$ cat src/rtl/core/pps_pkg.sv
// ----------------------------------------------------------------------------
// Phong point-light shader package
// Shared types, widths and constants for the shader front, queue, direction
// unit and back end.
// ----------------------------------------------------------------------------
package pps_pkg;

  // Direction normalization widths
  localparam int MAG_W      = 24;
  localparam int SUM_W      = 50;
  localparam int ROOT_W     = 25;
  localparam int SQRT_STEPS = 25;
  localparam int DIV_STEPS  = 15;
  localparam int UNIT_W     = 16;
  // Squares, sum, root digits, quotient digits
  localparam int UNIT_LAT   = 2 + SQRT_STEPS + DIV_STEPS;

  // Defaults
  localparam int SHIN_BITS_DEF   = 8;
  localparam int QUEUE_DEPTH_DEF = 4;

  // Q2.16 constants
  localparam logic [17:0] ONE_Q16 = 18'd65536;
  localparam logic [17:0] SAT_Q16 = 18'd131072;

  // Configuration register indexes
  typedef enum logic [2:0] {
    REG_LIGHT_X = 3'd0,
    REG_LIGHT_Y = 3'd1,
    REG_LIGHT_Z = 3'd2,
    REG_RATIO   = 3'd3,
    REG_LIGHT_RGB = 3'd4,
    REG_EYE_X   = 3'd5,
    REG_EYE_Y   = 3'd6,
    REG_EYE_Z   = 3'd7
  } pps_reg_t;

  // Configuration register set
  typedef struct packed {
    logic [2:0][31:0] light_pos;
    logic [16:0]      ratio;
    logic [23:0]      light_rgb;
    logic [2:0][31:0] eye;
  } pps_cfg_t;

  // Prescaled direction: magnitudes below 2^24, signs, zero-length flag
  typedef struct packed {
    logic [2:0]            neg;
    logic                  zero;
    logic [2:0][MAG_W-1:0] mag;
  } pps_dir_t;

  // Item passed from front to back
  typedef struct packed {
    pps_dir_t         ldir;
    pps_dir_t         vdir;
    logic [2:0][15:0] nrm;
    logic [23:0]      surf;
    logic [7:0]       shin;
  } pps_item_t;

endpackage

$ cat src/rtl/core/pps_front.sv
// ----------------------------------------------------------------------------
// Shader front end
// Accepts hit items, forms light and view directions and prescales them so
// every magnitude fits 24 bits; flags zero-length directions.
// ----------------------------------------------------------------------------
module pps_front import pps_pkg::*; (
  input  logic              clk,
  input  logic              rst_n,
  input  pps_cfg_t          cfg_i,
  input  logic              push,
  output logic              full,
  input  logic [2:0][31:0]  point_i,
  input  logic [2:0][15:0]  nrm_i,
  input  logic [23:0]       surf_i,
  input  logic [7:0]        shin_i,
  output logic              q_push_o,
  output pps_item_t         q_item_o,
  input  logic              q_full_i
);

  // Magnitude, sign and shift to bring the largest magnitude below 2^24
  function automatic pps_dir_t norm_dir(input logic [2:0][32:0] d);
    pps_dir_t         r;
    logic [2:0][32:0] mag;
    logic [32:0]      orv;
    logic [3:0]       sh;
    orv = '0;
    sh  = '0;
    for (int i = 0; i < 3; i++) begin
      r.neg[i] = d[i][32];
      mag[i]   = d[i][32] ? (~d[i] + 33'd1) : d[i];
      orv      = orv | mag[i];
    end
    for (int j = MAG_W; j < 33; j++) begin
      if (orv[j]) sh = 4'(j - (MAG_W - 1));
    end
    r.zero = (orv == '0);
    for (int i = 0; i < 3; i++) begin
      r.mag[i] = MAG_W'(mag[i] >> sh);
    end
    return r;
  endfunction

  logic             en;
  logic             f0_v_r, f1_v_r;
  logic [2:0][32:0] dl_r, dv_r;
  logic [2:0][32:0] dl_nxt, dv_nxt;
  logic [2:0][15:0] nrm_r;
  logic [23:0]      surf_r;
  logic [7:0]       shin_r;
  pps_item_t        item_r;

  // Stall only when the last stage holds an item the queue cannot take
  assign en       = !(f1_v_r && q_full_i);
  assign full     = !en;
  assign q_push_o = f1_v_r && !q_full_i;
  assign q_item_o = item_r;

  // Direction differences, 33-bit two's complement
  always_comb begin
    for (int i = 0; i < 3; i++) begin
      dl_nxt[i] = {cfg_i.light_pos[i][31], cfg_i.light_pos[i]} - {point_i[i][31], point_i[i]};
      dv_nxt[i] = {cfg_i.eye[i][31], cfg_i.eye[i]} - {point_i[i][31], point_i[i]};
    end
  end

  // Stage valids
  always_ff @(posedge clk) begin
    if (!rst_n) begin
      f0_v_r <= 1'b0;
      f1_v_r <= 1'b0;
    end else if (en) begin
      f0_v_r <= push;
      f1_v_r <= f0_v_r;
    end
  end

  // Stage payloads
  always_ff @(posedge clk) begin
    if (en) begin
      dl_r        <= dl_nxt;
      dv_r        <= dv_nxt;
      nrm_r       <= nrm_i;
      surf_r      <= surf_i;
      shin_r      <= shin_i;
      item_r.ldir <= norm_dir(dl_r);
      item_r.vdir <= norm_dir(dv_r);
      item_r.nrm  <= nrm_r;
      item_r.surf <= surf_r;
      item_r.shin <= shin_r;
    end
  end

endmodule

$ cat config.mk
export PLATFORM = sky130hd
export DESIGN_NAME = pps_front
export DESIGN_NICKNAME = d
export VERILOG_FILES = /design/src/rtl/core/pps_pkg.sv /design/src/rtl/core/pps_front.sv
export SDC_FILE = /design/constraint.sdc
export NUM_CORES = 2
export LEC_CHECK = 0
export BUFFER_PORTS_ARGS = -buffer_cell sky130_fd_sc_hd__buf_2
export CAP_MARGIN = 20
export CORE_ASPECT_RATIO = 1.25
export CORE_MARGIN = 4
export CORE_UTILIZATION = 30
export DETAILED_ROUTE_END_ITERATION = 10
export SLEW_MARGIN = 20
export SYNTH_ARGS = -nofsm -noshare
export SYNTH_HDL_FRONTEND = slang
export SYNTH_SLANG_ARGS = --single-unit
$ cat constraint.sdc
create_clock -name clk -period 43.8 [get_ports clk]
set_clock_uncertainty 0.2 [all_clocks]
set_input_delay 4.38 -clock clk [delete_from_list [all_inputs] [get_ports clk]]
set_output_delay 4.38 -clock clk [all_outputs]
set_load 0.02 [all_outputs]
# Word-level counts from Yosys, hierarchy flattened
# Cells that the tools add are included.
# op_classes
n_addsub,12
n_mul,0
div,0
magnitude_cmp,0
n_eq_ne,0
shifts,6
mux,26
bitwise,10
n_reduce_logical,5
# ops
operator,count
$add 33x1->33 const B,6
$mux 33,6
$not 33->33,6
$shr 33x4->24,6
$sub 32x32->33,6
$or 33x33->33,4
$mux 4,18
$logic_not 33->1,2
$logic_and 1x1->1,2
$mux 1,2
$logic_not 1->1,1
# totals
register_bits,512
latchBits,0
ram_bits,0
mem_bits_ro,0
inputBits,413
out_inout_bits,234
elab_cells,87
mem_count,0

# Longest topological paths before layout
# depth
ltp_word,16
mapped_depth,18
depth_no_buf,14

# Worst setup path after synthesis
# No wires, ideal clock.
# synth_path
kind,in2out
start,in q_full_i
end,out full
t_arrival_ns,17.329
required_time_ns,39.220
slack_ns,21.891
cell_stages,2
n_path_buf,0
path_cell_list,nand2_1 > inv_1
# synth_between
elab_chain_cells,1
# synth_lines
element,line_no,source
from (decl),pps_front.sv:18,input logic q_full_i
$logic_and 1x1->1,pps_front.sv:54,assign en = !(f1_v_r && q_full_i);
to (decl),pps_front.sv:11,"output logic full,"
# No other way between the ends.

# Final worst setup path
# Same ends and word-level chain as after synthesis.

==> flow_metrics.py <==
metrics = {
    "detailed_routing": {
        "drt_iter0_drc": 3470,
        "vias_per_cell": 5.57,
        "ant_nets": 0,
        "drt-pass1-iter-count": 8,
        "num_vias": 32900,
        "avgRoutedWirePerCell_um": 24.4,
        "routed_wirelength_mm": 144,
        "drc": 0,
    },
    "clocking": {
        "cts_tree": "built",
        "cts_made_buffers": 55,
        "path_clk_slew_ps": 60,
        "cts_sinks": 512,
        "clk_latency_ps": 640,
        "htreeDepth": 2,
        "clockBufferDepth": 3,
        "cts_setup_buffers": 0,
        "ctsHoldBuffers": 0,
        "clock-root-buffer": "clkbuf_16",
        "post_cts_resized": 0,
    },
    "sta": {
        "clock.fmax_ghz": 0.100,
        "layout_setup_ws_ps": 33840,
        "rsz0062_at_grt": "false",
        "setup_viol": 0,
        "finalCriticalPeriod_ps": 9960,
        "fin_setup_tns_ps": 0,
        "hold_viol": 0,
        "max_slew_margin_pct": 19.6,
        "fin_crit_sh_pct": 22.7,
        "worst_pin_slew_ps": 1200,
        "finalMaxSlewViolations": 0,
    },
    "hold_path": {
        "hp-class": "register to register",
        "hold_path_depth": 0,
        "hold_end": "q_item_o[13]",
        "hold_start": "surf_r[5]",
    },
    "cells_and_area": {
        "final_cells": 5901,
        "final_cell_mix": "buf_2, edfxtp_1, a21oi_1, nand2_1, xnor2_1",
        "nNetsFinal": 4862,
        "final_common_cell": "buf_2",
        "stdcell_area_um2": 43700,
        "fill_cells": 12500,
        "drive_above_1_share_pct": 20.5,
        "areaGrowthSynthToFinish_pct": 17.9,
        "final_util_pct": 35.5,
    },
    "die": {
        "core_area_um2": 123000,
        "initial_core_util_pct": 30.1,
        "die_w_um": 323,
        "dieArea_um2": 129000,
        "pin_count": 647,
        "die_y_um": 401,
        "num_rows": 144,
    },
    "power": {
        "seq_power_share_pct": 32.3,
        "power_density_nw_per_um2": 55.9,
        "intPower_uw": 1380,
        "p_comb_share_pct": 47.4,
        "p_switching_uw": 1060,
        "clockPowerShare_pct": 20.3,
        "p_sw_share_pct": 43.5,
        "peakVddDrop_uv": 32.0,
        "p_leak_uw": 0.0179,
    },
    "synth": {
        "yosys_warnings": 0,
        "synth_area_leaders": "edfxtp_1, ha_1, xnor2_1",
        "syn_inst": 3694,
        "ys_async_sr_fraction_pct": 0,
        "synth_seq_area_share_pct": 41.4,
        "synth_edf_count": 510,
        "syn_area_um2": 37100,
        "synth_ff_type": "edfxtp_1",
        "ys_ff_latch": 512,
        "yosys.area.top_type_share_pct": 41.3,
        "yosysUniqueCellTypes": 98,
        "synth_largest_area_cell": "edfxtp_1",
        "synth_nets": 4311,
        "synth_area_per_cell_um2": 10.0,
    },
    "global_route": {
        "grt_pass1_wl_mm": 205,
        "grt_usage_pct": 21.1,
        "grt_pass1_vias": 31200,
        "antenna_found_initial": 14,
        "grt_max_degree": 88,
        "globalRoute.totalOverflow": 0,
    },
    "critical_path": {
        "ff2ff_path_depth": 15,
        "crit_top_cell": "buf_2",
        "slowest_stage": "nand2_4",
        "critPathCaptureType": "output port",
        "critPathRequiredTime_ps": 39220,
        "arrival_ps": 5380,
        "rr_startpoint": "dl_r[0]",
        "path_max_fanout": 54,
        "path_cells": "buf_2 > nand2_4 > inv_1 > buf_2",
        "cpPeakStageDelay_ps": 520,
        "path_class": "primary input to output port",
        "r2r-end": "q_item_o[162]",
        "rrSetupSlack_ps": 37020,
        "startpoint_type": "primary input",
    },
    "placement": {
        "port_buffers": 605,
        "dp_hpwl_mm": 115,
        "gp_congestion": 0.979,
        "place_area_um2": 41800,
        "place_inst": 5793,
        "pre_cts_ws_ps": 33790,
    },
    "flow_run": {
        "drv_cap": 0,
    },
    "run_status": {
        "outcome": "completed",
    },
}
==> final cells by class <==
type | instances | area (µm²) | share of cell area, %
Clock buffer | 59 | 1390 | 3.18
Antenna cell | 5 | 12.5 | 0.0286
Clock inverter | 43 | 514 | 1.18
Tap cell | 1606 | 2010 | 4.60
Timing Repair Buffer | 649 | 3380 | 7.73
Multi-Input combinational cell | 2823 | 20300 | 46.4
Inverter | 204 | 766 | 1.75
Sequential cell | 512 | 15400 | 35.1
==> flip-flops by register name, summed over array words and instances (netlist names) <==
register	cells
q_item_o	232
surf_r	24
nrm_r	48
f1_v_r	1
shin_r	8
dl_r	99
dv_r	99
f0_v_r	1
==> how the worst max path moves through the flow <==
| stage | from | depth (start not counted) | slack (ps) | to |
|---|---|---|---|---|
| 6_report | q_full_i | 4 | 33840 | full |
| 4_1_cts | q_full_i | 4 | 33780 | full |
| 3_3_place_gp | q_full_i | 4 | 33820 | full |
| 3_5_place_dp | q_full_i | 4 | 33790 | full |
| 5_1_grt | q_full_i | 4 | 33730 | full |
| 2_1_floorplan | q_full_i | 2 | 21890 | full |
==> cell families (layout without fill, tap and decap cells) <==
group | Yosys count | in the layout | synth area share, %
XOR/XNOR | 368 | 368 | 8.69
adder cells (fa/ha/maj) | 204 | 204 | 7.00
flip-flops | 512 | 512 | 41.4
buffers and inverters | 359 | 955 | 4.13
AND/OR/NAND/NOR | 1032 | 1032 | 13.9
multiplexers | 198 | 198 | 6.57
other | 0 | 5 | 0
AO/OA/AOI/OAI | 1021 | 1021 | 18.3
==> through the flow <==
step                      hold slack, ps  power [µW]
after floorplan                      200        1520
after CTS                            214        2450
after detailed placement             205        1940
final                                213        2450
after global placement               200        1940
after global routing                 224        2560
==> power groups by stage <==
stage               clock network [µW]  registers [µW]  logic (µW)
global placement                     0             799        1140
finish                             496             790        1160
detailed placement                   0             802        1140
CTS                                512             793        1140
floorplan                            0             883         642
global route                       532             804        1230
==> Yosys cell counts (all sizes together) (46+ instances only) <==
master,instances
nand3,81
inv,204
nor2,221
a21o,79
ha,198
o221ai,48
mux2i,131
o31ai,64
xor2,141
buf,62
nand2,257
nor4,46
o211ai,51
edfxtp,510
xnor2,227
o41ai,48
a21oi,291
nor3,146
o21ai,184
clkbuf,93
==> routing by layer <==
| metal | vias up | wire [µm] | track usage (%) |
|---|---|---|---|
| li1 | 15200 | - | - |
| met1 | 15800 | 58300 | 26.8 |
| met2 | 1645 | 67100 | 35.0 |
| met3 | 308 | 11300 | 3.62 |
| met4 | 10 | 7360 | 9.53 |
| met5 | - | 63 | 0 |
==> worst max-delay path, delay by kind of cell <==
family	cells	cell delay [ps]
simple gates	1	520
buf+inv	3	480
No activity file was read; power rests on OpenSTA's default activity.
