[src/rtl/core/pps_pkg.sv]
// ----------------------------------------------------------------------------
// Phong point-light shader package
// Shared types, widths and constants for the shader front, queue, direction
// unit and back end.
// ----------------------------------------------------------------------------
package pps_pkg;

  // Direction normalization widths
  localparam int MAG_W      = 24;
  localparam int SUM_W      = 50;
  localparam int ROOT_W     = 25;
  localparam int SQRT_STEPS = 25;
  localparam int DIV_STEPS  = 15;
  localparam int UNIT_W     = 16;
  // Squares, sum, root digits, quotient digits
  localparam int UNIT_LAT   = 2 + SQRT_STEPS + DIV_STEPS;

  // Defaults
  localparam int SHIN_BITS_DEF   = 8;
  localparam int QUEUE_DEPTH_DEF = 4;

  // Q2.16 constants
  localparam logic [17:0] ONE_Q16 = 18'd65536;
  localparam logic [17:0] SAT_Q16 = 18'd131072;

  // Configuration register indexes
  typedef enum logic [2:0] {
    REG_LIGHT_X = 3'd0,
    REG_LIGHT_Y = 3'd1,
    REG_LIGHT_Z = 3'd2,
    REG_RATIO   = 3'd3,
    REG_LIGHT_RGB = 3'd4,
    REG_EYE_X   = 3'd5,
    REG_EYE_Y   = 3'd6,
    REG_EYE_Z   = 3'd7
  } pps_reg_t;

  // Configuration register set
  typedef struct packed {
    logic [2:0][31:0] light_pos;
    logic [16:0]      ratio;
    logic [23:0]      light_rgb;
    logic [2:0][31:0] eye;
  } pps_cfg_t;

  // Prescaled direction: magnitudes below 2^24, signs, zero-length flag
  typedef struct packed {
    logic [2:0]            neg;
    logic                  zero;
    logic [2:0][MAG_W-1:0] mag;
  } pps_dir_t;

  // Item passed from front to back
  typedef struct packed {
    pps_dir_t         ldir;
    pps_dir_t         vdir;
    logic [2:0][15:0] nrm;
    logic [23:0]      surf;
    logic [7:0]       shin;
  } pps_item_t;

endpackage

[src/rtl/core/pps_queue.sv]
// ----------------------------------------------------------------------------
// Shader item queue
// Small FIFO between front and back, registered read data.
// ----------------------------------------------------------------------------
module pps_queue import pps_pkg::*; #(
  parameter int DEPTH = QUEUE_DEPTH_DEF
) (
  input  logic      clk,
  input  logic      rst_n,
  input  logic      push_i,
  input  pps_item_t din_i,
  output logic      full_o,
  input  logic      pop_i,
  output logic      empty_o,
  output pps_item_t dout_o
);

  localparam int PW = $clog2(DEPTH);
  localparam int CW = $clog2(DEPTH + 1);

  pps_item_t      mem [DEPTH];
  pps_item_t      dout_r;
  logic [PW-1:0]  wr_ptr_r, rd_ptr_r;
  logic [CW-1:0]  cnt_r;

  assign full_o  = (cnt_r == CW'(DEPTH));
  assign empty_o = (cnt_r == '0);
  assign dout_o  = dout_r;

  // Storage write and registered read
  always_ff @(posedge clk) begin
    if (push_i) mem[wr_ptr_r] <= din_i;
    if (pop_i)  dout_r <= mem[rd_ptr_r];
  end

  // Pointers and fill count
  always_ff @(posedge clk) begin
    if (!rst_n) begin
      wr_ptr_r <= '0;
      rd_ptr_r <= '0;
      cnt_r    <= '0;
    end else begin
      if (push_i) wr_ptr_r <= (wr_ptr_r == PW'(DEPTH - 1)) ? '0 : wr_ptr_r + 1'b1;
      if (pop_i)  rd_ptr_r <= (rd_ptr_r == PW'(DEPTH - 1)) ? '0 : rd_ptr_r + 1'b1;
      unique case ({push_i, pop_i})
        2'b10:   cnt_r <= cnt_r + 1'b1;
        2'b01:   cnt_r <= cnt_r - 1'b1;
        default: cnt_r <= cnt_r;
      endcase
    end
  end

endmodule

[config.mk]
export PLATFORM = sky130hd
export DESIGN_NAME = pps_queue
export DESIGN_NICKNAME = d
export VERILOG_FILES = /design/src/rtl/core/pps_pkg.sv /design/src/rtl/core/pps_queue.sv
export SDC_FILE = /design/constraint.sdc
export NUM_CORES = 1
export LEC_CHECK = 0
export BUFFER_PORTS_ARGS = -buffer_cell sky130_fd_sc_hd__clkbuf_2
export CAP_MARGIN = 20
export CELL_PAD_IN_SITES_DETAIL_PLACEMENT = 1
export CELL_PAD_IN_SITES_GLOBAL_PLACEMENT = 2
export CORE_ASPECT_RATIO = 0.5
export CORE_MARGIN = 5
export CORE_UTILIZATION = 42
export CTS_CLUSTER_DIAMETER = 120
export DETAILED_ROUTE_END_ITERATION = 12
export PLACE_DENSITY = 0.74
export REMOVE_ABC_BUFFERS = 1
export SLEW_MARGIN = 20
export SYNTH_ARGS = -nofsm -noshare
export SYNTH_HDL_FRONTEND = slang
export SYNTH_SLANG_ARGS = --single-unit
[constraint.sdc]
create_clock -name clk -period 6.9 [get_ports clk]
set_clock_uncertainty 0.1 [all_clocks]
set_input_delay 0.345 -clock clk [delete_from_list [all_inputs] [get_ports clk]]
set_output_delay 0.345 -clock clk [all_outputs]
set_load 0.05 [all_outputs]
Word level (Yosys, flattened, before mapping)
Memories as Yosys holds them, arrays and structs flattened. A register that Yosys moved wholly into a read port is not among the register bits.
Index checks and enable logic that the tools add are counted.
W data, S select, Z words.
{ "totals": {"inputBits": 236, "mem_count": 1, "ram_bits": 928, "latch_bits": 0, "elab_cells": 20, "regBits": 7, "romBits": 0} }
{ "mem_list": {"columns": ["name", "words", "word_bits", "read_ports", "rd_clocked_by_memory_dff", "wr", "line", "text"], "rows": [
  ["mem", 4, 232, 1, 1, 1, "pps_queue.sv:21", "pps_item_t mem [DEPTH];"]
]} }
{ "op_classes": {"div_mod_pow": 0, "n_lt_le_gt_ge": 0, "muxes": 5, "addsub": 4, "n_reduce_logical": 2, "bitwise_logic": 0, "shift": 0, "multipliers": 0, "eq_ne": 5} }
{ "ops": {"columns": ["op", "count"], "rows": [
  ["$eq A2 B2 Y1 const B", 3],
  ["$pmux W3 S2", 1],
  ["$add A2 B1 Y2 const B", 2],
  ["$mux W2", 2],
  ["$add A3 B1 Y3 const B", 1],
  ["$eq A3 B3 Y1 const B", 1],
  ["$logic_not A3 Y1", 1],
  ["$sub A3 B1 Y3 const B", 1],
  ["$eq A2 B1 Y1 const B", 1],
  ["$mux W1", 2],
  ["$reduce_bool A2 Y1", 1]
]} }

Logic depth before layout (Yosys ltp)
Gate-level depths: netlist of the first run.
{ "logic_depth": {"depth_word": 2, "depth_mapped": 7, "depth_no_buf": 7} }

Worst setup path after synthesis of the first run
No wires, ideal clock.
{ "synth_timing": {"path_kind": "register to register", "start": "reg wr_ptr_r[0]", "end": "mem mem[0][0] (netlist bit), enable pin", "n_path_buf": 0, "t_required_ns": 6.179, "t_arrival_ns": 5.808, "stages_incl_launch_ff": 4, "setup_slack_ns": 0.371, "cell_sequence": "dfxtp_1 -> inv_1 -> ha_1 -> and2_1"} }
{ "synth_rtl": {"columns": ["item", "line", "text"], "rows": [
  ["from (decl)", "pps_queue.sv:23", "logic [PW-1:0] wr_ptr_r, rd_ptr_r;"],
  ["from (signal assigned)", "pps_queue.sv:43", "if (push_i) wr_ptr_r <= (wr_ptr_r == PW'(DEPTH - 1)) ? '0 : wr_ptr_r + 1'b1;"],
  ["to (decl)", "pps_queue.sv:21", null]
]} }
No word-level cell before the write port.

Final worst setup path of the first run
{ "layout_timing": {"start": "reg rd_ptr_r[0]", "end": "reg, netlist name dout_o[215]"} }
{ "layout_rtl": {"columns": ["item", "line", "text"], "rows": [
  ["from (decl)", "pps_queue.sv:23", null],
  ["from (signal assigned)", "pps_queue.sv:44", "if (pop_i) rd_ptr_r <= (rd_ptr_r == PW'(DEPTH - 1)) ? '0 : rd_ptr_r + 1'b1;"]
]} }
No word-level cell between the ends.

==> summary.txt, run 1 <==
Status
  – Status: finished clean

Critical path
  – WP data arrival: 3010 ps
  – Reg2reg start: rd_ptr_r[0]$_SDFFE_PN0P_
  – CP required: 7210 ps
  – Max incr delay on CP: about 900 ps
  – Reg2Reg Depth: 2
  – Crit-path max FO: 38
  – Family with the most delay on the worst path: flip-flops
  – Setup Crit Path Kind: register to register
  – Setup slack, reg-to-reg: 4200 ps
  – CP bufs+invs: 1
  – Worst r2r dst: dout_o[215]$_DFFE_PP_
  – WP depth: 2
  – Startpoint types: register
  – Critical Path Slowest Stage Cell: dfxtp_4
  – CP startpoint: rd_ptr_r[0]$_SDFFE_PN0P_
  – Crit-path cells: buf_4 > mux4_2
  – Setup crit end: dout_o[215]$_DFFE_PP_
  – Type of element capturing the critical path: register

Drt
  – Vias: roughly 18000
  – Iter 0 DRT Violations: around 1200
  – Wirelength, routed: 92400 µm
  – Initial DRT Pass Iterations: 5
  – ANT nets after route: 0
  – Post-route DRC: 0
  – Routed len/inst: around 26 µm
  – Via density: 5.07

Logic synthesis
  – Post-synth EDFFs: about 1200
  – Yosys warns: 0
  – Yosys top cell by area: edfxtp_1
  – FF+latch count, synth: 1167
  – FFs w/ async S/R, synth: 0%
  – Ys flop type: edfxtp_1
  – Synth top area share: 85.3%
  – Synth unique cells: 23
  – Synth Area per Inst: roughly 27 µm²
  – Cell Area, Synth: 40900 µm²
  – Most frequent cell after synthesis: edfxtp_1
  – Dominant cells by area after synthesis: edfxtp_1 85%, mux4_2 13%, buf_6 0.52%
  – Post-synthesis sequential area ratio: 85.6%
  – Commonest cells post-synth: 1160 x edfxtp_1, 232 x mux4_2, 27 x buf_2, 19 x buf_6, 7 x dfxtp_1
  – Syn Inst Count: 1489

Timing
  – Fmax: 0.370 GHz
  – Min Tclk post-route: 2700 ps
  – Hold Vio Cnt, Final: 0
  – Pins Over Slew Limit: 0
  – TNS Setup: 0 ps
  – Worst slew margin: 25.7%
  – # setup viols final: 0
  – Period utilisation layout: 39.1%
  – Worst-Margin Slew: 1120 ps
  – Unrepaired setup endpoints after global routing: no

Final layout
  – FF+latch area: 35000 µm²
  – Finished Core Util: a little over half
  – Fill cells: around 8400
  – Final non-filler cell total: between 3000 and 4000
  – Layout Area Growth over Synthesis: 22.9%
  – Layout cells sized above 1: 37.0%
  – Area of the multi-input gates: 5500 µm²
  – Layout Nets: 2508

Floorplan
  – I/O pin total: 470
  – Die span in y: 231 µm
  – Core ar.: 95900 µm²
  – Full die area: ~100000 µm²
  – Die X: 451 µm
  – Row count: 80
  – Initial Utilization: a little over two fifths

Clock tree
  – Clk sinks: roughly 1200
  – Clock root cell: clkbuf_16
  – CTS-repair resized insts: 0
  – Max H-tree Level: 3
  – CTS tree: built
  – CTS clk-pin slew, worst paths: 70 ps
  – Worst skew pair latency: roughly 700 ps
  – Clock Tree Buf Depth: 3
  – Cts bufs inserted: 101

Global route
  – GRT Overall Usage: 17.8%
  – First-pass GRT wire length: 138000 µm
  – Vias in the first global route: 20300
  – GRT overflow: 0
  – Largest net degree at the start of global routing: 143
  – Antenna violations before repair: 4

Hold path
  – Hold Path Class: input port to register

Pwr
  – LEAKAGE: 16.9 nW
  – Worst IR drop on VDD: 200 µV
  – Cell Pwr Density: 307 nW/µm²
  – Total power: 0.0154 W

Placed design
  – Placed cell count: 3198
  – Hpwl dp: 55100 µm
  – Port bufs: 469
  – GPL Wtd Cong: around 0.73

Flow run
  – Max-Cap Viols: 0
## worst min path at each step
| stage | start | endpoint | slack [ps] | cells after the start |
|---|---|---|---|---|
| 6_report | pop_i | dout_o[132]$_DFFE_PP_ | 90 | 1 |
| 4_1_cts | pop_i | dout_o[168]$_DFFE_PP_ | 80 | 1 |
| 3_3_place_gp | cnt_r[2]$_SDFFE_PN0P_ | cnt_r[2]$_SDFFE_PN0P_ | 410 | 2 |
| 3_5_place_dp | cnt_r[2]$_SDFFE_PN0P_ | cnt_r[2]$_SDFFE_PN0P_ | 430 | 2 |
| 2_1_floorplan | din_i[0] | mem[0][0]$_DFFE_PP_ | 340 | 0 |
| 5_1_grt | pop_i | dout_o[132]$_DFFE_PP_ | 80 | 1 |
## what timing repair did
action | in CTS | in global routing
setup buffers | 0 | 0
endpoints found under the hold margin | 935 | 0
hold buffers | 235 | 0
## routing by layer
layer / up-vias / share of wire [%] / GRT usage, %
li1: 7998 / - / -
met1: 9789 / 38 / 21.2
met2: 361 / 55 / 32.4
met3: 184 / 3.0 / 2.65
met4: 0 / 4.6 / 7.99
met5: - / 0 / 0
## cells by family (layout without fill, tap and decap cells)
| group | count (synthesis) | in the layout | share of synthesized area, % |
|---|---|---|---|
| buf+inv | 58 | 911 | 0.965 |
| other cells | 0 | 4 | 0 |
| flops | 1167 | 1167 | 85.6 |
| simple gates | 16 | 16 | 0.233 |
| fa+ha+maj | 7 | 7 | 0.233 |
| mux | 235 | 235 | 12.9 |
| xor+xnor | 2 | 2 | 0.0429 |
| compound gates | 4 | 4 | 0.0551 |
## through the flow
stage / instance area [µm²] / setup slack [ps] / hold slack (ps)
finish: 50200 / 4200 / 85.4
global route: 50200 / 4000 / 76.7
detailed placement: 44700 / 4110 / 427
CTS: 50200 / 4090 / 76.3
floorplan: 40500 / -3890 / 344
global placement: 44700 / 4120 / 415
## placed cells by master (no fill, tap or decap), drive strengths merged
master       count
edfxtp        1160
clkbuf         591
dlygate4sd3    235
mux4           232
clkinv          40
buf             22
inv             11
bufinv           8
dfxtp            7
ha               6
and2             6
diode            4
nor2b            4
clkinvlp         4
mux2i            3
o21ai            2
nor3             1
and3             1
nor3b            1
a21oi            1
nor2             1
nand2            1
xnor2            1
xor2             1
or3              1
a21boi           1
fa               1
## layout make-up
class | instances | share of cell area, %
Sequential cell | 1167 | 69.7
Multi-Input combinational cell | 264 | 10.9
Timing Repair Buffer | 725 | 9.87
Clock buffer | 123 | 5.24
Tap cell | 1271 | 3.17
Clock inverter | 57 | 1.07
Inverter | 6 | 0.0448
Antenna cell | 4 | 0.0199
## power by group
part | switching (W) | internal [W] | total, W
combinational | 0.00103 | 0.000524 | 0.00155
clock | 0.00250 | 0.00302 | 0.00552
sequential | 0.000121 | 0.00823 | 0.00835
## registers in the layout, summed over array words and instances, names as in the netlist
register	flops
cnt_r	3
rd_ptr_r	2
mem	928
dout_o	232
wr_ptr_r	2
Note: power is estimated with default switching activity, not from simulation.
==> run 2: changes to the inputs <==
ABC_AREA = 1   (was not set)
CORE_UTILIZATION = 38   (was 42)
clock period = 2.3 ns   (was 6.9 ns; I/O delays follow)
==> run 2 against run 1 <==
- synthesized cell count is 70% higher
- non-clock buffer count grew 65
- via count grew 33%
- critical path type unchanged
==> summary.txt, run 2 <==
Status
  – Status: finished clean (unchanged)

Pwr
  – Sw Pwr: 0.0122 W (was 0.00365 W)
  – P_int: 0.0364 W (was 0.0118 W)
  – Clock Power Share: 37.4% (was 35.8%)
  – LEAKAGE: 18.1 nW (was 16.9 nW)
  – Combinational Power Share: 10.9% (was 10.1%)
  – Worst IR drop on VDD: 563 µV (was 200 µV)
  – Sw Ratio: 25.1% (was 23.7%)
  – Cell Pwr Density: 934 nW/µm² (was 307 nW/µm²)
  – Sequential share of power: 51.7% (was 54.1%)

Logic synthesis
  – Dominant cells by area after synthesis: edfxtp_1 83%, o21ai_0 4.2%, nor2_1 4.2% (was edfxtp_1 85%, mux4_2 13%, buf_6 0.52%)
  – Yosys warns: 0 (unchanged)
  – Post-synthesis sequential area ratio: 83.7% (was 85.6%)
  – Ys flop type: edfxtp_1 (unchanged)
  – Most frequent cell after synthesis: edfxtp_1 (unchanged)
  – Synth unique cells: 21 (was 23)
  – Post-synth EDFFs: 1160 (unchanged)
  – Commonest cells post-synth: 1160 x edfxtp_1, 467 x nor2_1, 353 x o21ai_0, 232 x o22ai_1, 115 x o21ai_1 (was 1160 x edfxtp_1, 232 x mux4_2, 27 x buf_2, 19 x buf_6, 7 x dfxtp_1)
  – Synth Area per Inst: 16.5 µm² (was 27.4 µm²)
  – FFs w/ async S/R, synth: 0% (unchanged)
  – Synth top area share: 83.4% (was 85.3%)
  – Yosys top cell by area: edfxtp_1 (unchanged)
  – Cell Area, Synth: 41800 µm² (was 40900 µm²)
  – Syn Inst Count: 2533 (was 1489)
  – FF+latch count, synth: 1167 (unchanged)

Critical path
  – Crit-path cells: inv_1 > ha_1 > nand2_1 > inv_8 > buf_12 (was buf_4 > mux4_2)
  – CP required: 2550 ps (was 7210 ps)
  – Crit-path max FO: 53 (was 38)
  – WP data arrival: 2130 ps (was 3010 ps)
  – Startpoint types: register (unchanged)
  – Setup Crit Path Kind: register to register (unchanged)
  – Critical Path Slowest Stage Cell: dfxtp_1 (was dfxtp_4)
  – Max incr delay on CP: 350 ps (was 900 ps)
  – Reg2Reg Depth: 5 (was 2)
  – Type of element capturing the critical path: register (unchanged)
  – Setup slack, reg-to-reg: 430 ps (was 4200 ps)

Timing
  – Worst slew margin: 41.3% (was 25.7%)
  – Pins Over Slew Limit: 0 (unchanged)
  – Worst-Margin Slew: 881 ps (was 1120 ps)
  – Fmax: 0.533 GHz (was 0.370 GHz)
  – # setup viols final: 0 (unchanged)
  – Hold Vio Cnt, Final: 0 (unchanged)
  – Period utilisation layout: 81.5% (was 39.1%)
  – Unrepaired setup endpoints after global routing: no (unchanged)
  – Setup ws final: 425 ps (was 4200 ps)
  – Min Tclk post-route: 1870 ps (was 2700 ps)

Floorplan
  – Initial Utilization: 38.1% (was 42.6%)
  – Die span in y: 244 µm (was 231 µm)
  – Die X: 479 µm (was 451 µm)
  – Core ar.: 110000 µm² (was 95900 µm²)
  – Row count: 86 (was 80)
  – Full die area: 117000 µm² (was 104000 µm²)
  – I/O pin total: 470 (unchanged)

Final layout
  – Largest register FFs: 928 (unchanged)
  – FF+latch area: 35000 µm² (unchanged)
  – Final Cell Area: 52000 µm² (was 50200 µm²)
  – Fill cells: 10700 (was 8442)
  – Layout cells sized above 1: 21.4% (was 37.0%)
  – Largest Register: mem (unchanged)
  – Area of the multi-input gates: 5730 µm² (was 5500 µm²)
  – Most frequent cells in the layout: 1160 x edfxtp_1, 468 x clkbuf_2, 467 x nor2_1 (was 1160 x edfxtp_1, 468 x clkbuf_2, 235 x dlygate4sd3_1)
  – Commonest non-fill, non-tap cell in the layout: edfxtp_1 (unchanged)
  – Layout Nets: 3518 (was 2508)
  – Layout Area Growth over Synthesis: 24.5% (was 22.9%)

Drt
  – Post-route DRC: 0 (unchanged)
  – Routed len/inst: 23.5 µm (was 25.5 µm)
  – Wirelength, routed: 113000 µm (was 92400 µm)
  – ANT nets after route: 0 (unchanged)
  – Iter 0 DRT Violations: 1375 (was 1192)
  – Initial DRT Pass Iterations: 4 (was 5)
  – Vias: 24400 (was 18300)
  – Via density: 5.06 (was 5.07)

Clock tree
  – CTS tree: built (unchanged)
  – Cts bufs inserted: 104 (was 101)
  – Clock Tree Buf Depth: 3 (unchanged)
  – CTS clk-pin slew, worst paths: 70 ps (about the same)
  – Clock root cell: clkbuf_16 (unchanged)
  – Worst skew pair latency: 720 ps (was 690 ps)
  – Clk sinks: 1167 (unchanged)
  – Setup Buffers After CTS: 0 (unchanged)
  – Max H-tree Level: 3 (unchanged)

Placed design
  – Place WS: 415 ps (was 4110 ps)
  – GPL Wtd Cong: 0.767 (was 0.728)
  – Port bufs: 469 (unchanged)
  – Placed Area: 46100 µm² (was 44700 µm²)
  – Hpwl dp: 69200 µm (was 55100 µm)

Hold path
  – Hold Path Depth: 2 (was 1)
  – Hold Path Class: input port to register (unchanged)

Global route
  – GRT overflow: 0 (unchanged)
  – Antenna violations before repair: 7 (was 4)
  – First-pass GRT wire length: 167000 µm (was 138000 µm)
  – Vias in the first global route: 26300 (was 20300)
  – GRT Overall Usage: 18.8% (was 17.8%)
  – Largest net degree at the start of global routing: 123 (was 143)

Flow run
  – Max-Cap Viols: 0 (unchanged)
-- run 2: cell types whose count changed in the layout (fill, tap and decap cells not counted), moves of 8 or more --
cell / previous run / this run
nor2_1: 1 / 467
o21ai_1: 0 / 115
mux4_2: 232 / 0
o21ai_0: 2 / 353
buf_12: 7 / 40
buf_4: 14 / 46
o22ai_1: 0 / 232
bufinv_16: 8 / 16
-- run 2: stage by stage --
stage	TNS, ps	total power (W)	utilization (%)	hold slack, ps	instances
2_1_floorplan	-5519460	0.0287	-	114	2379
3_3_place_gp	0	0.0304	42.1	230	4386
3_5_place_dp	0	0.0306	42.1	238	4386
4_1_cts	0	0.0491	47.4	7.78	4810
5_1_grt	0	0.0504	47.5	26.2	4817
6_report	0	0.0486	47.5	73.7	4818
-- run 2: cells by family (layout without fill, tap and decap cells) --
| logic type | count (synthesis) | count (layout) | share of synthesized area (%) |
|---|---|---|---|
| buf+inv | 172 | 997 | 2.59 |
| flops | 1167 | 1167 | 83.7 |
| other cells | 0 | 8 | 0 |
| fa+ha+maj | 7 | 7 | 0.228 |
| compound gates | 706 | 706 | 9.15 |
| simple gates | 481 | 481 | 4.34 |
-- run 2: power groups by stage --
stage               combinational, W  sequential, W  clock, W
floorplan                    0.00142         0.0272         0
global placement             0.00488         0.0256         0
detailed placement           0.00502         0.0256         0
CTS                          0.00540         0.0252    0.0186
global route                 0.00566         0.0252    0.0195
finish                       0.00532         0.0251    0.0182
-- run 2: worst paths after layout --
kind / to / startpoint
setup / recovery: mem[2][136]$_DFFE_PP_ / wr_ptr_r[0]$_SDFFE_PN0P_
hold / removal: mem[1][95]$_DFFE_PP_ / din_i[95]
setup reg to reg: mem[2][136]$_DFFE_PP_ / wr_ptr_r[0]$_SDFFE_PN0P_
hold reg to reg: dout_o[58]$_DFFE_PP_ / mem[0][58]$_DFFE_PP_
-- run 2: cell type report --
| type | instances | share of cell area [%] |
|---|---|---|
| Antenna cell | 8 | 0.0385 |
| Clock buffer | 123 | 5.22 |
| Clock inverter | 66 | 1.54 |
| Inverter | 18 | 0.221 |
| Multi-Input combinational cell | 1194 | 11.0 |
| Sequential cell | 1167 | 67.2 |
| Tap cell | 1452 | 3.49 |
| Timing Repair Buffer | 790 | 11.3 |
-- run 2: critical path, delay by kind of cell (launching register included) --
kind	cells	cell delay, ps
flip-flops	1	350
buffers and inverters	3	700
AND/OR/NAND/NOR	1	120
adder cells (fa/ha/maj)	1	150
-- run 2: timing repair --
action / in CTS / in global routing
resized for setup: 0 / 0
hold endpoints to repair: 1041 / 0
hold buffers: 235 / 0
-- run 2: per-layer routing --
metal  up-vias  track usage, %  routed length (µm)
li1      11200               -                   -
met2       421            34.7               60500
met3       224            3.12                3470
met4         0            8.04                5200
met1     12600            21.7               43900
met5         -               0                   0
